### config.mk
export PLATFORM = sky130hd
export DESIGN_NAME = marker_framed_packet_deframer_core
export DESIGN_NICKNAME = d
export VERILOG_FILES = /design/src/mfpd_pkg.sv /design/src/marker_framed_packet_deframer_core.sv
export SDC_FILE = /design/constraint.sdc
export NUM_CORES = 1
export LEC_CHECK = 0
export BUFFER_PORTS_ARGS = -buffer_cell sky130_fd_sc_hd__buf_2
export CORE_ASPECT_RATIO = 1.25
export CORE_MARGIN = 2
export CORE_UTILIZATION = 57
export DETAILED_ROUTE_END_ITERATION = 6
export GPL_ROUTABILITY_DRIVEN = 1
export PLACE_DENSITY = 0.88
export SYNTH_ARGS = -nofsm -noshare
export SYNTH_HDL_FRONTEND = slang
export SYNTH_SLANG_ARGS = --single-unit
export TNS_END_PERCENT = 100
### constraint.sdc
create_clock -name i_clk -period 2.55 [get_ports i_clk]
set_input_delay 0.3825 -clock i_clk [delete_from_list [all_inputs] [get_ports i_clk]]
set_output_delay 0.3825 -clock i_clk [all_outputs]
set_load 0.01 [all_outputs]
### src/mfpd_pkg.sv
// shared types and constants for the marker framed packet deframer
// no dependencies; imported by the core and by its checker
package mfpd_pkg;

    // marker characters
    localparam logic [7:0] MARK_PCT   = 8'h25;
    localparam logic [7:0] MARK_TILDE = 8'h7E;

    // default payload capacity in bytes
    localparam int MAX_PAYLOAD_DEF = 256;

    // result field widths
    localparam int BYTE_W      = 8;
    localparam int FRAME_LEN_W = 9;
    localparam int LEN_MAX     = (1 << FRAME_LEN_W) - 1;

    // result kinds
    localparam logic KIND_PAYLOAD = 1'b0;
    localparam logic KIND_END     = 1'b1;

    // parser modes
    typedef enum logic [1:0] {
        MODE_HUNT    = 2'd0,
        MODE_FLAGS   = 2'd1,
        MODE_PAYLOAD = 2'd2
    } t_mode;

    // start marker progress
    typedef logic [1:0] t_match;
    localparam t_match MATCH_NONE  = 2'd0;
    localparam t_match MATCH_PCT   = 2'd1;
    localparam t_match MATCH_TILDE = 2'd2;

    // bytes held in the two-byte window
    typedef logic [1:0] t_held;
    localparam t_held HELD_NONE = 2'd0;
    localparam t_held HELD_ONE  = 2'd1;
    localparam t_held HELD_FULL = 2'd2;

endpackage

### src/marker_framed_packet_deframer_core.sv
// marker framed packet deframer: start marker hunt, flags capture, payload holdback
// depends on mfpd_pkg
// Takes one received byte per transfer and accepts a new byte in every cycle while
// results are taken. A byte is registered at the input, parsed by one level of
// logic, and its result (if any) lands in an output register. While a finished
// result waits, one more byte is taken into the input register; after that the
// input stalls until the result is taken. Frames open with "%~%" and a flags byte;
// payload bytes pass through a two-byte holdback window so the "~%~" end marker
// is never delivered as payload. The end marker produces one end-of-frame result
// with the flags and the payload length; a payload longer than MAX_PAYLOAD ends
// the frame early with the overflow bit set.
module marker_framed_packet_deframer_core #(
    parameter int MAX_PAYLOAD = mfpd_pkg::MAX_PAYLOAD_DEF
) (
    input  logic                              i_clk,
    input  logic                              i_rst_n,
    input  logic                              i_rx_valid,
    output logic                              o_rx_ready,
    input  logic [mfpd_pkg::BYTE_W-1:0]       i_rx_byte,
    output logic                              o_res_valid,
    input  logic                              i_res_ready,
    output logic                              o_kind,
    output logic [mfpd_pkg::BYTE_W-1:0]       o_data_byte,
    output logic [mfpd_pkg::BYTE_W-1:0]       o_frame_flags,
    output logic [mfpd_pkg::FRAME_LEN_W-1:0]  o_frame_length,
    output logic                              o_overflow
);
    import mfpd_pkg::*;

    localparam int CNT_W = $clog2(MAX_PAYLOAD + 1);
    localparam int CMP_W = (CNT_W > FRAME_LEN_W) ? CNT_W : FRAME_LEN_W;

    // input stage
    logic              r_in_valid, n_in_valid;
    logic [BYTE_W-1:0] r_in_byte, n_in_byte;

    // parser state
    t_mode             r_mode, n_mode;
    t_match            r_match, n_match;
    t_held             r_held, n_held;
    logic [BYTE_W-1:0] r_win0, n_win0;
    logic [BYTE_W-1:0] r_win1, n_win1;
    logic [CNT_W-1:0]  r_count, n_count;
    logic [BYTE_W-1:0] r_flags, n_flags;

    // output stage
    logic                   r_out_valid, n_out_valid;
    logic                   r_out_kind, n_out_kind;
    logic [BYTE_W-1:0]      r_out_data, n_out_data;
    logic [BYTE_W-1:0]      r_out_flags, n_out_flags;
    logic [FRAME_LEN_W-1:0] r_out_len, n_out_len;
    logic                   r_out_ovf, n_out_ovf;

    logic                   s_out_free;
    logic                   s_adv;
    logic                   s_in_xfer;
    logic [FRAME_LEN_W-1:0] s_len_sat;
    logic                   s_end_mark;

    // handshake
    assign s_out_free = !r_out_valid || i_res_ready;
    assign s_adv      = r_in_valid && s_out_free;
    assign o_rx_ready = !r_in_valid || s_adv;
    assign s_in_xfer  = i_rx_valid && o_rx_ready;

    // length saturated to the field width
    assign s_len_sat = (CMP_W'(r_count) > CMP_W'(LEN_MAX)) ? FRAME_LEN_W'(LEN_MAX)
                                                           : FRAME_LEN_W'(r_count);

    // end marker across the window and the current byte
    assign s_end_mark = (r_win0 == MARK_TILDE) && (r_win1 == MARK_PCT)
                        && (r_in_byte == MARK_TILDE);

    // input register load
    always_comb begin
        n_in_byte  = r_in_byte;
        n_in_valid = r_in_valid && !s_adv;
        if (s_in_xfer) begin
            n_in_byte  = i_rx_byte;
            n_in_valid = 1'b1;
        end
    end

    // parser next state and result
    always_comb begin
        n_mode      = r_mode;
        n_match     = r_match;
        n_held      = r_held;
        n_win0      = r_win0;
        n_win1      = r_win1;
        n_count     = r_count;
        n_flags     = r_flags;
        n_out_valid = r_out_valid && !i_res_ready;
        n_out_kind  = r_out_kind;
        n_out_data  = r_out_data;
        n_out_flags = r_out_flags;
        n_out_len   = r_out_len;
        n_out_ovf   = r_out_ovf;
        if (s_adv) begin
            unique case (r_mode)
                MODE_FLAGS: begin
                    n_flags = r_in_byte;
                    n_mode  = MODE_PAYLOAD;
                    n_held  = HELD_NONE;
                    n_count = '0;
                end
                MODE_PAYLOAD: begin
                    if (r_held == HELD_NONE) begin
                        n_win0 = r_in_byte;
                        n_held = HELD_ONE;
                    end else if (r_held == HELD_ONE) begin
                        n_win1 = r_in_byte;
                        n_held = HELD_FULL;
                    end else if (s_end_mark || (r_count >= CNT_W'(MAX_PAYLOAD))) begin
                        // frame end, normal or overflow
                        n_out_valid = 1'b1;
                        n_out_kind  = KIND_END;
                        n_out_data  = '0;
                        n_out_flags = r_flags;
                        n_out_len   = s_len_sat;
                        n_out_ovf   = !s_end_mark;
                        n_mode      = MODE_HUNT;
                        n_match     = MATCH_NONE;
                        n_held      = HELD_NONE;
                    end else begin
                        // pass the oldest held byte
                        n_out_valid = 1'b1;
                        n_out_kind  = KIND_PAYLOAD;
                        n_out_data  = r_win0;
                        n_out_flags = r_flags;
                        n_out_len   = '0;
                        n_out_ovf   = 1'b0;
                        n_win0      = r_win1;
                        n_win1      = r_in_byte;
                        n_count     = r_count + 1'b1;
                    end
                end
                default: begin
                    // start marker hunt
                    n_mode = MODE_HUNT;
                    case (r_match)
                        MATCH_PCT: begin
                            if (r_in_byte == MARK_TILDE) begin
                                n_match = MATCH_TILDE;
                            end else if (r_in_byte == MARK_PCT) begin
                                n_match = MATCH_PCT;
                            end else begin
                                n_match = MATCH_NONE;
                            end
                        end
                        MATCH_TILDE: begin
                            n_match = MATCH_NONE;
                            if (r_in_byte == MARK_PCT) begin
                                n_mode = MODE_FLAGS;
                            end
                        end
                        default: begin
                            n_match = (r_in_byte == MARK_PCT) ? MATCH_PCT : MATCH_NONE;
                        end
                    endcase
                end
            endcase
        end
    end

    // control registers
    always_ff @(posedge i_clk) begin
        if (!i_rst_n) begin
            r_in_valid  <= 1'b0;
            r_mode      <= MODE_HUNT;
            r_match     <= MATCH_NONE;
            r_held      <= HELD_NONE;
            r_count     <= '0;
            r_flags     <= '0;
            r_out_valid <= 1'b0;
        end else begin
            r_in_valid  <= n_in_valid;
            r_mode      <= n_mode;
            r_match     <= n_match;
            r_held      <= n_held;
            r_count     <= n_count;
            r_flags     <= n_flags;
            r_out_valid <= n_out_valid;
        end
    end

    // payload registers
    always_ff @(posedge i_clk) begin
        r_in_byte   <= n_in_byte;
        r_win0      <= n_win0;
        r_win1      <= n_win1;
        r_out_kind  <= n_out_kind;
        r_out_data  <= n_out_data;
        r_out_flags <= n_out_flags;
        r_out_len   <= n_out_len;
        r_out_ovf   <= n_out_ovf;
    end

    assign o_res_valid    = r_out_valid;
    assign o_kind         = r_out_kind;
    assign o_data_byte    = r_out_data;
    assign o_frame_flags  = r_out_flags;
    assign o_frame_length = r_out_len;
    assign o_overflow     = r_out_ovf;

endmodule

After elaboration in Yosys (flattened, before gate mapping)

Cells that the tools add are included.
Widths: inputs -> output; s select.

Bits in registers: 76
Bits of input ports: 12
Output and inout port bits: 29
Word-level logic and storage cells: 90

Add/subtract/negate cells: 1
Order comparisons: 2
Equal/unequal tests: 17
Multiplexer cells: 28
Bitwise gates (word level): 3
Reduce and logical (&&, ||, !) cells: 24

Operators with widths:

| cell                | count |
|---|---|
| $mux 8              | 5 |
| $mux 9              | 4 |
| $pmux 9 s2          | 1 |
| $eq 8x6->1 const B  | 2 |
| $eq 8x7->1 const B  | 2 |
| $pmux 2 s2          | 4 |
| $reduce_and 4->1    | 4 |
| $ne 2x2->1 const B  | 7 |
| $mux 2              | 6 |
| $reduce_and 5->1    | 2 |
| $add 9x1->9 const B | 1 |
| $ge 9x9->1 const B  | 1 |
| $gt 9x9->1 const B  | 1 |
| $mux 1              | 8 |
| $eq 2x1->1 const B  | 3 |
| $logic_and 1x1->1   | 6 |
| $logic_not 1->1     | 5 |
| $eq 2x2->1 const B  | 2 |
| $ne 4x4->1 const B  | 1 |
| $logic_or 1x1->1    | 3 |
| $not 1->1           | 3 |
| $reduce_and 3->1    | 1 |
| $logic_not 2->1     | 1 |
| $reduce_and 2->1    | 1 |
| $reduce_bool 2->1   | 1 |

Logic depth before layout (Yosys ltp)

Gate-level depths: netlist of the first run.

Depth after elaboration: 8
Mapped depth: 9
Depth with buffers taken out: 6

Worst setup path before layout of the first run

No wires, ideal clock.

Kind: reg2reg
Start: reg r_in_byte[4]
End: reg r_win1[0] (enable)
Setup time: 386 ps
Arrival: 1912 ps
Required time: 2164 ps
Slack: 251 ps
Cell stages (with the launch flop): 7
Path buffers: 1
Period minus slack after synthesis: 2299 ps
Path through: edfxtp_1 and4b_1 nand3_2 o21a_1 buf_2 inv_1 a211oi_1

Word-level cells in the longest chain between the ends: 5

RTL lines:

| element                           | RTL line                                  | RTL |
|---|---|---|
| start: declaration                | marker_framed_packet_deframer_core.sv:35  | `logic [BYTE_W-1:0] r_in_byte, n_in_byte;` |
| start signal: assignment          | marker_framed_packet_deframer_core.sv:189 | `r_in_byte <= n_in_byte;` |
| $eq 8x7->1                        | marker_framed_packet_deframer_core.sv:72  | `&& (r_in_byte == MARK_TILDE);` |
| $logic_and 1x1->1                 | marker_framed_packet_deframer_core.sv:72  |  |
| $logic_or 1x1->1                  | marker_framed_packet_deframer_core.sv:114 | `end else if (s_end_mark \|\| (r_count >= CNT_W'(MAX_PAYLOAD))) begin` |
| $ne 2x2->1 (no source line)       | n/a                                       |  |
| $reduce_and 4->1 (no source line) | n/a                                       |  |
| end signal: assignment            | marker_framed_packet_deframer_core.sv:191 | `r_win1 <= n_win1;` |
| end: declaration                  | marker_framed_packet_deframer_core.sv:42  | `logic [BYTE_W-1:0] r_win1, n_win1;` |

Every way passes these cells.
A chain may end at the register's enable or synchronous reset.

Worst setup path in the final report of the first run

Start: reg r_in_byte[4]
End: reg r_win0[1] (enable)

Word-level cells in the longest chain between the ends: 5

RTL lines:

| element                           | RTL line                                  | RTL |
|---|---|---|
| $eq 8x7->1                        | marker_framed_packet_deframer_core.sv:72  |  |
| $logic_and 1x1->1                 | marker_framed_packet_deframer_core.sv:72  |  |
| $logic_or 1x1->1                  | marker_framed_packet_deframer_core.sv:114 |  |
| $ne 2x2->1 (no source line)       | n/a                                       |  |
| $reduce_and 4->1 (no source line) | n/a                                       |  |
| end signal: assignment            | marker_framed_packet_deframer_core.sv:190 | `r_win0 <= n_win0;` |
| end: declaration                  | marker_framed_packet_deframer_core.sv:41  | `logic [BYTE_W-1:0] r_win0, n_win0;` |

Every way passes these cells.

==> reports/qor.txt, run 1 <==
Average size of a mapped cell -> 12.77 um2
XOR/XNOR share of the synthesized area -> 0%
Peak fanout along the critical path -> 8
Seq/Total Area, Yosys -> 63.39%
Detailed Route Iter0 Violations -> 143
Total I/O pin count -> 41
Adder-cell share of the synthesized area -> 2.732%
CTS root buf -> clkbuf_8
Hold Crit Class -> primary input to flip-flop
Status -> complete, no violations
Int Power -> 1.793 mW
Worst EP required -> 2.53 ns
Critical Path End Type -> flip-flop
Mapped Cells -> 251
Max_cap viols -> 0
Area Overhead vs Synth -> 13.82%
# diodes -> 0
Worst VDD drop -> 0.4544 mV
Storage cell area -> 0.002032 mm2
GRT Total Usage -> 19.24%
Setup bufs post-CTS -> 0
Fin Setup TNS -> 0 ns
Synth async-reset ratio -> 0%
Multi-input logic area -> 0.001046 mm2
Post-CTS sizing -> 0
Synth warn -> 0
Hold_buf cts -> 0
# rows -> 30
Buffers on Ports -> 40
Sw Share -> 20.58%
Clk_lat worst skew -> 0.35 ns
Setup Skew -> 0.01294 ns
Share of cells above drive strength 1 -> 26.42%
Post-Synth Simple-Gate Area -> 14.83%
Num CTS Buffers -> 9
Worst slew pin tran -> 0.6627 ns
Final hold vios -> 0
Antenna viol nets, final -> 0
Number of global-route vias before repair -> 1863
R2r setup slk -> 0.50 ns
CTS max path bufs -> 2
Slew Viols, Final -> 0
Net switching power -> 0.4647 mW
RSZ-0062 raised after global routing -> false
CP max-delay cell -> nor2_1
DR WL/cell -> 15.08 um
Tcrit/Tclk final -> 80.42%
CORE AREA -> 0.005443 mm2
Syn Nets -> 270
Largest family of logic cells by synthesized area -> simple AND/OR/NAND/NOR gates
Global-route wire length before repair -> 8.997 mm
Crit path launch type -> flip-flop
Worst slew margin -> 55.77%
DPL Wire Length -> 3.758 mm
Logic pwr share -> 1.9%
Largest net degree at the start of global routing -> 33
Utilization after layout -> 67.03%
Flops & latches, synth -> 76
Critical path cell sequence -> and4b_1 -> nand3_2 -> o21a_1 -> a21oi_1 -> nor2_1
Drt first pass iters -> 4
Dpl cells -> 347
Post-synthesis mux area share -> 6.870%
Final setup vio count -> 0
Area fraction in compound gates after synthesis -> 8.197%
Via count -> 2041
Die width -> 71.08 um
Clock power frac -> 39.1%
Share of the synthesized area in the top cell type -> 47.78%
Depth of the CTS H-tree -> 3
CTS Sinks -> 76
Cell taking the most area after synthesis -> edfxtp_1
Seq pwr share -> 59.0%
Vias/cell -> 5.623
Setup ws final -> 0.4993 ns
WP data arrival -> 2.03 ns
Fin cells -> 363
Reg clk slew, reported paths -> 0.07 ns
Dpl ws -> 0.5282 ns
Pwr Density -> 618.9 mW/mm2
Drc violations -> 0
CP peak stage delay -> 0.52 ns
RD Place Congestion -> 0.8413
TritonCTS clock tree -> yes
Die area -> 0.006244 mm2
# nets final -> 313
Fin crit period -> 2.051 ns
Die Span Y -> 87.85 um
Crit Path Class -> flip-flop to flip-flop
Most used DFF post-synth -> edfxtp_1
Post-synth EDFFs -> 51
Area of the mapped netlist -> 0.003206 mm2
Area contributors post-synth -> edfxtp_1, dfxtp_1, mux2i_1
Initial antenna violation count -> 0
Synth cell types -> 47
Grt ovf -> 0
Initial Util -> 58.90%
Leakage Power -> 1.294 nW
Achievable Freq -> 487.6 MHz
FILL cells -> 382
Final wirelength -> 5.474 mm
worst paths after layout:
check	from	to	depth (start not counted)
min	i_rx_byte[3]	r_in_byte[3]	1
max	r_in_byte[4]	r_win0[1]	5
min reg2reg	r_flags[6]	o_frame_flags[6]	0
max reg2reg	r_in_byte[4]	r_win0[1]	5
state kept, by name, indices dropped and copies added (netlist names), 8 cells and up:
name / cells
o_frame_length: 9
r_count: 9
o_data_byte: 8
o_frame_flags: 8
r_flags: 8
r_in_byte: 8
r_win0: 8
r_win1: 8
stage by stage:
| step | area [um2] | total power, mW | hold WS [ns] |
|---|---|---|---|
| 2_1_floorplan | 3206 | 1.385 | 0.4080 |
| 3_3_place_gp | 3456 | 1.401 | 0.4138 |
| 3_5_place_dp | 3456 | 1.403 | 0.4185 |
| 4_1_cts | 3649 | 2.273 | 0.1966 |
| 5_1_grt | 3649 | 2.342 | 0.1933 |
| 6_report | 3649 | 2.258 | 0.2087 |
cells in the final DEF (no fill, tap or decap), types with 6 or more instances in the layout:
cell,synthesis,layout
a21oi_1,11,11
and2_1,12,12
buf_2,5,40
buf_4,2,6
clkbuf_8,0,9
dfxtp_1,25,25
edfxtp_1,51,51
ha_1,7,7
inv_1,14,14
mux2_2,8,8
mux2i_1,13,13
nand2_1,10,10
nand3_1,11,11
nor2_1,27,27
synthesized netlist by cell type, types with 2 or more instances:
master	number
o21ai_0	3
nand4_1	2
dfxtp_1	25
and2_1	12
mux2_2	8
and3_1	2
o21ba_2	2
o211ai_1	2
and4b_1	3
nand3_1	11
nand2_1	10
nor2_1	27
or4_1	3
ha_1	7
a31oi_1	3
inv_1	14
a21oi_1	11
clkbuf_1	3
o2bb2ai_1	2
mux2i_1	13
a311oi_1	3
buf_2	5
buf_1	2
edfxtp_1	51
nand2b_1	2
o21a_1	3
buf_4	2
layer usage:
layer | vias up | track usage (%) | part of all wire, %
li1 | 996 | - | -
met1 | 960 | 24.40 | 44
met2 | 74 | 30.76 | 48
met3 | 11 | 5.293 | 5.2
met4 | 0 | 9.434 | 2.0
met5 | - | 0 | 0
kinds of logic (layout without fill, tap and decap cells):
group / count (synthesis) / count (layout)
adder cells (fa/ha/maj): 7 / 7
flip-flops: 76 / 76
multiplexers: 21 / 21
AND/OR/NAND/NOR: 83 / 83
buffers and inverters: 28 / 76
AO/OA/AOI/OAI: 36 / 36
power by group through the flow:
stage / Combinational [mW] / Clock (mW) / Sequential [mW]
6_report: 0.0430 / 0.882 / 1.33
5_1_grt: 0.0474 / 0.960 / 1.33
4_1_cts: 0.0435 / 0.897 / 1.33
3_5_place_dp: 0.0430 / 0 / 1.36
3_3_place_gp: 0.0414 / 0 / 1.36
2_1_floorplan: 0.0303 / 0 / 1.35
final cells by class:
class	instances	area share [%]
Inverter	14	1.440
Tap cell	64	2.195
Clock buffer	10	3.498
Multi-Input combinational cell	147	28.67
Sequential cell	76	55.69
Clock inverter	6	1.783
Timing Repair Buffer	46	6.722
critical path, delay by kind of cell, from the launching register on:
kind	cells	cell delay (ns)
compound gates	2	0.30
flops	1	0.46
simple gates	3	0.93
Note: power is estimated with default switching activity, not from simulation.
==> run 2, diff against run 1 <==
- ABC_AREA: unset -> 1
- CORE_UTILIZATION: 57 -> 52
- PLACE_DENSITY: 0.88 -> 0.85
- clock period: 2.55 -> 1.7 ns (I/O delays scaled with it)
==> run 2 against run 1 <==
  * Clock power rose by 72%
  * Die area is 12% higher
  * Area after synthesis increased by 2.7%
  * Non-clock buffer count rose by 7
  * Worst hold slack worse by 0.13 ns
  * Largest power group unchanged
==> reports/qor.txt, run 2 <==
Post-Layout Inst Area -> 0.003949 mm2 (+8.2%)
Hold depth -> 1 (unchanged)
Die Span Y -> 92.98 um (+5.8%)
Max_cap viols -> 0 (unchanged)
Status -> complete, no violations
FILL cells -> 494 (+29%)
Leakage Power -> 1.630 nW (+26%)
Average size of a mapped cell -> 10.10 um2 (-21%)
Hold Crit Class -> primary input to flip-flop
Setup bufs post-CTS -> 0 (unchanged)
Final setup vio count -> 0 (unchanged)
Fin crit period -> 1.643 ns (-0.4074 ns)
# rows -> 32 (+6.7%)
Antenna viol nets, final -> 0 (unchanged)
Initial antenna violation count -> 0 (unchanged)
Worst slew margin -> 75.32% (+20 points)
Seq/Total Area, Yosys -> 61.70% (-1.7 points)
WP data arrival -> 1.67 ns (-0.36 ns)
Setup Skew -> 0.008644 ns (-0.004294 ns)
Drt first pass iters -> 4 (unchanged)
Number of global-route vias before repair -> 2283 (+23%)
Drc violations -> 0 (unchanged)
Achievable Freq -> 608.5 MHz (+25%)
Syn Nets -> 345 (+28%)
Multi-input logic area -> 0.001086 mm2 (+3.8%)
Initial Util -> 53.41% (-5.5 points)
Placed inst area -> 0.003679 mm2 (+6.4%)
CTS Sinks -> 76 (unchanged)
Detailed Route Iter0 Violations -> 165 (+15%)
Dpl ws -> -0.04513 ns (-0.5733 ns)
Synth warn -> 0 (unchanged)
Share of cells above drive strength 1 -> 28.02% (+1.6 points)
Storage cell area -> 0.002033 mm2 (about the same)
CORE AREA -> 0.006166 mm2 (+13%)
CTS max path bufs -> 2 (unchanged)
Post-synth EDFFs -> 51 (unchanged)
Vias/cell -> 4.844 (-14%)
Worst VDD drop -> 0.6068 mV (+34%)
DPL Wire Length -> 4.203 mm (+12%)
CP max-delay cell -> edfxtp_1
Area Overhead vs Synth -> 19.91%
Cell taking the most area after synthesis -> edfxtp_1
Synth async-reset ratio -> 0% (unchanged)
Final hold vios -> 0 (unchanged)
GRT Total Usage -> 18.48% (-0.76 points)
Critical Path End Type -> flip-flop
# nets final -> 403 (+29%)
Area of the mapped netlist -> 0.003293 mm2 (+2.7%)
Die area -> 0.006990 mm2 (+12%)
Buffers on Ports -> 40 (unchanged)
Largest net degree at the start of global routing -> 28 (-15%)
Peak fanout along the critical path -> 8 (unchanged)
Commonest cells after routing, fill and taps aside -> nand2_1, edfxtp_1, nor2_1, inv_1, buf_2
Commonest non-fill, non-tap cell in the layout -> nand2_1
Crit path launch type -> flip-flop
Most used DFF post-synth -> edfxtp_1
Final wirelength -> 5.868 mm (+7.2%)
Clk_lat worst skew -> 0.34 ns (about the same)
Num CTS Buffers -> 9 (unchanged)
Mapped Cells -> 326 (+30%)
Tcrit/Tclk final -> 96.67% (+16 points)
Critical path cell sequence -> inv_2 -> nor2_1 -> nand2_2 -> nor2_4 -> nand3_4 -> nand2_1 -> nand2_1 -> nand3_2 -> a21oi_4
Setup ws final -> 0.05665 ns (-0.4426 ns)
Slew Viols, Final -> 0 (unchanged)
RD Place Congestion -> 0.8739 (+3.9%)
CP peak stage delay -> 0.43 ns (-0.09 ns)
Global-route wire length before repair -> 9.749 mm (+8.4%)
CTS root buf -> clkbuf_8
DR WL/cell -> 12.38 um (-18%)
Area contributors post-synth -> edfxtp_1, dfxtp_1, nand2_1
Crit Path Class -> flip-flop to flip-flop
Most common cell on crit path -> nand2_1
Cells on worst reg2reg path -> 9 (+4)
Total I/O pin count -> 41 (unchanged)
Total chip power -> 3.753 mW (+66%)
Top post-synthesis cells by count -> nand2_1, edfxtp_1, nor2_1
Via count -> 2296 (+12%)
Depth of the CTS H-tree -> 3 (unchanged)
Worst hold slack -> 0.08156 ns (-0.1272 ns)
# diodes -> 0 (unchanged)
Grt ovf -> 0 (unchanged)
Synth cell types -> 30 (-36%)
Die width -> 75.18 um (+5.8%)
TritonCTS clock tree -> yes
Flops & latches, synth -> 76 (unchanged)
Worst EP required -> 1.72 ns (-0.81 ns)
Reg clk slew, reported paths -> 0.08 ns (about the same)
Pwr Density -> 950.5 mW/mm2 (+54%)
Worst slew pin tran -> 0.3702 ns (-0.2925 ns)
Share of the synthesized area in the top cell type -> 46.50% (-1.3 points)
Most frequent cell after synthesis -> nand2_1
-- run 2: critical path, delay by kind of cell (launching register included) --
family	cells	cell delay [ns]
compound gates	1	0.29
buf+inv	1	0.09
flops	1	0.43
simple gates	7	0.52
-- run 2: final cells by class --
type,count,share of cell area [%]
clock buffers,10,3.485
repair buffers,53,7.858
flip-flops and latches,76,51.49
multi-input cells,195,27.50
well taps,85,2.693
inverters,49,4.785
clock inverters,6,2.186
-- run 2: final timing paths --
path	slack, ns	startpoint	end
setup / recovery	0.06	r_in_byte[6]	r_win0[6]
hold / removal	0.08	i_rx_byte[4]	r_in_byte[4]
setup reg to reg	0.06	r_in_byte[6]	r_win0[6]
hold reg to reg	0.44	r_flags[2]	o_frame_flags[2]
-- run 2: power breakdown --
group | internal (mW) | switching, mW
logic | 0.0806 | 0.135
registers | 2.00 | 0.0228
clock network | 0.866 | 0.650
total | 2.95 | 0.808
-- run 2: stage by stage --
stage | setup TNS (ns) | cells | utilization (%)
global placement | 0 | 458 | 59.66
detailed placement | -0.3769 | 458 | 59.66
global route | -0.01502 | 474 | 64.04
finish | 0 | 474 | 64.04
floorplan | 0 | 326 | -
CTS | -0.7758 | 474 | 63.29
-- run 2: kinds of logic (layout without fill, tap and decap cells) --
group | count (synthesis) | in the layout | share of synthesized area (%)
and+or+nand+nor | 158 | 158 | 23.37
DFF | 76 | 76 | 61.70
buffers and inverters | 55 | 118 | 7.105
AOI/OAI and AO/OA | 27 | 27 | 4.369
adders and majority gates | 7 | 7 | 2.659
xor gates and xnor gates | 3 | 3 | 0.7980
-- run 2: what timing repair did --
item / in CTS / in global routing
setup endpoints to repair: 16 / 27
gates resized for setup: 0 / 12
gates cloned: 0 / 0
hold buffers: 0 / 0
hold endpoints to repair: 0 / 0
-- run 2: metal layers --
layer  vias to the layer above  routed length (um)  share of wire, %  track usage [%]
li1                       1171                   -                 -                -
met1                      1031                2231                38            20.51
met2                        75                3065                52            31.87
met3                        19                 384               6.5            4.741
met4                         0                 186               3.2            9.357
met5                         -                   0                 0                0
==> run 3, diff against run 2 <==
- GPL_TIMING_DRIVEN: unset -> 0
==> run 3 against run 2 <==
  * Routed wire length is 11% higher
  * Worst setup slack worse by 0.039 ns
  * Critical path depth did not move
  * Worst hold slack lost 0.0062 ns
  * Sequential power is essentially flat
  * Cell count increased by 3.0%
  * Flip-flop and latch count unchanged
  * Sequential share of layout area decreased by 1.5 points
  * Global-route usage shrank 1.0 points
  * Clock skew rose by 0.0012 ns
  * Non-clock buffer count is 12 higher
  * Via count grew 7.3%
==> reports/qor.txt, run 3 (same netlist as run 2, synthesis figures left out) <==
Tcrit/Tclk final -> 98.98% (+2.3 points)
Largest net degree at the start of global routing -> 15 (-46%)
Die Span Y -> 92.98 um (unchanged)
Peak fanout along the critical path -> 8 (unchanged)
Hold_buf cts -> 0 (unchanged)
Seq pwr share -> 54.8% (+0.9 points)
Clk_lat worst skew -> 0.35 ns (about the same)
Achievable Freq -> 594.3 MHz (-2.3%)
Max_cap viols -> 0 (unchanged)
Clock power frac -> 38.8% (-1.6 points)
# rows -> 32 (unchanged)
R2r setup slk -> 0.02 ns (-0.04 ns)
# nets final -> 417 (+3.5%)
Slew Viols, Final -> 0 (unchanged)
Global-route wire length before repair -> 9.177 mm (-5.9%)
Pwr Density -> 907.7 mW/mm2 (-4.5%)
WHS Endpoint -> r_in_byte[3]
CP max-delay cell -> edfxtp_1
Detailed Route Iter0 Violations -> 225 (+36%)
Final setup vio count -> 0 (unchanged)
TritonCTS clock tree -> yes
Share of cells above drive strength 1 -> 30.77% (+2.7 points)
Via count -> 2463 (+7.3%)
Total I/O pin count -> 41 (unchanged)
Fin crit period -> 1.683 ns (+0.03939 ns)
Depth of the CTS H-tree -> 3 (unchanged)
CTS max path bufs -> 2 (unchanged)
Worst hold slack -> 0.07538 ns (-0.006183 ns)
Worst EP required -> 1.72 ns (about the same)
Crit Path Class -> flip-flop to flip-flop
Vias/cell -> 5.047 (+4.2%)
GRT Total Usage -> 17.46% (-1.0 points)
Setup Skew -> 0.009891 ns (+0.001247 ns)
Reg-to-Reg End -> r_win0[3]
Buffers on Ports -> 39 (-2.5%)
Commonest cells after routing, fill and taps aside -> nand2_1, edfxtp_1, nor2_1, inv_1, buf_2
Hold path startpoint -> i_rx_byte[3]
CP peak stage delay -> 0.43 ns (about the same)
Worst R2R Start -> r_in_byte[4]
Final wirelength -> 6.499 mm (+11%)
CTS root buf -> clkbuf_8
Area Overhead vs Synth -> 23.63%
Net switching power -> 0.7953 mW (-1.6%)
CTS Sinks -> 76 (unchanged)
RSZ-0062 raised after global routing -> true
DR WL/cell -> 13.32 um (+7.6%)
Storage cell area -> 0.002034 mm2 (about the same)
Setup ws final -> 0.01726 ns (-0.03939 ns)
Final hold vios -> 0 (unchanged)
Worst VDD drop -> 0.6807 mV (+12%)
Family with the most delay on the worst path -> simple AND/OR/NAND/NOR gates
Grt ovf -> 0 (unchanged)
Initial antenna violation count -> 0 (unchanged)
Bufs and invs on worst path -> 1 (unchanged)
Number of global-route vias before repair -> 2089 (-8.5%)
Cells on worst reg2reg path -> 9 (unchanged)
Commonest non-fill, non-tap cell in the layout -> nand2_1
Drc violations -> 0 (unchanged)
Num CTS Buffers -> 9 (unchanged)
Logic pwr share -> 6.4% (+0.7 points)
WP data arrival -> 1.71 ns (+0.04 ns)
Crit path launch type -> flip-flop
Critical path cell sequence -> nand2_1 -> inv_2 -> nand2_2 -> nor2_4 -> nand3_4 -> nand2_4 -> nand2_4 -> nand3_4 -> a21oi_4
FILL cells -> 443 (-10%)
Die area -> 0.006990 mm2 (unchanged)
Antenna viol nets, final -> 0 (unchanged)
Hold Crit Class -> primary input to flip-flop
Worst slew pin tran -> 0.4093 ns (+0.03908 ns)
Int Power -> 2.900 mW (-1.5%)
Total chip power -> 3.696 mW (-1.5%)
Hold depth -> 1 (unchanged)
Status -> complete, no violations
CORE AREA -> 0.006166 mm2 (unchanged)
Dpl cells -> 450 (-1.7%)
Reg clk slew, reported paths -> 0.08 ns (about the same)
# diodes -> 0 (unchanged)
Sw Share -> 21.52% (about the same)
Die width -> 75.18 um (unchanged)
Drt first pass iters -> 5 (+1)
Worst setup path startpoint -> r_in_byte[4]
DPL Wire Length -> 3.924 mm (-6.6%)
Worst slew margin -> 72.65% (-2.7 points)
Initial Util -> 53.41% (unchanged)
Multi-input logic area -> 0.001122 mm2 (+3.3%)
Fin cells -> 488 (+3.0%)
RD Place Congestion -> 0.8508 (-2.6%)
Dpl ws -> -0.1966 ns (-0.1515 ns)
Leakage Power -> 1.700 nW (+4.3%)
Utilization after layout -> 66.03% (+2.0 points)
Critical Path End Type -> flip-flop
[run 3: changes by cell type in the layout (fill, tap and decap cells not counted), sizes merged]
cell,delta
buf,+8
clkbuf,+7
bufinv,-1
clkinvlp,-1
inv,-1
nand4,+1
nor2,+1
[run 3: power by group through the flow]
| stage | Clock, mW | Combinational, mW | Sequential [mW] |
|---|---|---|---|
| after floorplan | 0 | 0.141 | 2.06 |
| after global placement | 0 | 0.178 | 2.07 |
| after detailed placement | 0 | 0.187 | 2.07 |
| after CTS | 1.44 | 0.206 | 2.02 |
| after global routing | 1.51 | 0.264 | 2.03 |
| final | 1.43 | 0.237 | 2.02 |
[run 3: stage by stage]
step / cell area, um2 / setup TNS [ns]
2_1_floorplan: 3307 / 0
3_3_place_gp: 3608 / -4.909
3_5_place_dp: 3608 / -6.591
4_1_cts: 3896 / -0.002246
5_1_grt: 4071 / -0.7857
6_report: 4071 / 0
[run 3: what timing repair did]
| item | 4_1_cts | 5_1_grt |
|---|---|---|
| gates cloned | 1 | 1 |
| endpoints found under the hold margin | 0 | 0 |
| pin swaps | 3 | 6 |
| resized for setup | 9 | 12 |
| endpoints found under the setup margin | 44 | 44 |
| setup buffers | 5 | 15 |
[run 3: worst max-delay path by stage]
| stage | slack (ns) | cells after the start | endpoint |
|---|---|---|---|
| after floorplan | 0.05 | 9 | r_win0[0] |
| after global placement | -0.17 | 9 | r_win0[5] |
| after detailed placement | -0.20 | 9 | r_win0[5] |
| after CTS | -0.001 | 9 | r_win0[2] |
| after global routing | -0.07 | 9 | r_win0[2] |
| final | 0.02 | 9 | r_win0[3] |
[run 3: layout make-up]
cell class / instances / share of cell area, %
timing repair buffer: 59 / 8.789
inverter: 49 / 4.640
buffer: 6 / 1.168
tap: 85 / 2.612
sequential: 76 / 49.97
clock buffer: 13 / 4.179
clock inverter: 3 / 1.076
multi-input combinational: 197 / 27.57
[run 3: layer usage]
metal / part of all wire, % / GRT usage (%) / wire, um / up-vias
li1: - / - / - / 1196
met1: 39 / 20.93 / 2550 / 1144
met2: 52 / 28.95 / 3383 / 102
met3: 5.9 / 4.310 / 382 / 21
met4: 2.8 / 8.187 / 183 / 0
met5: 0 / 0 / 0 / -
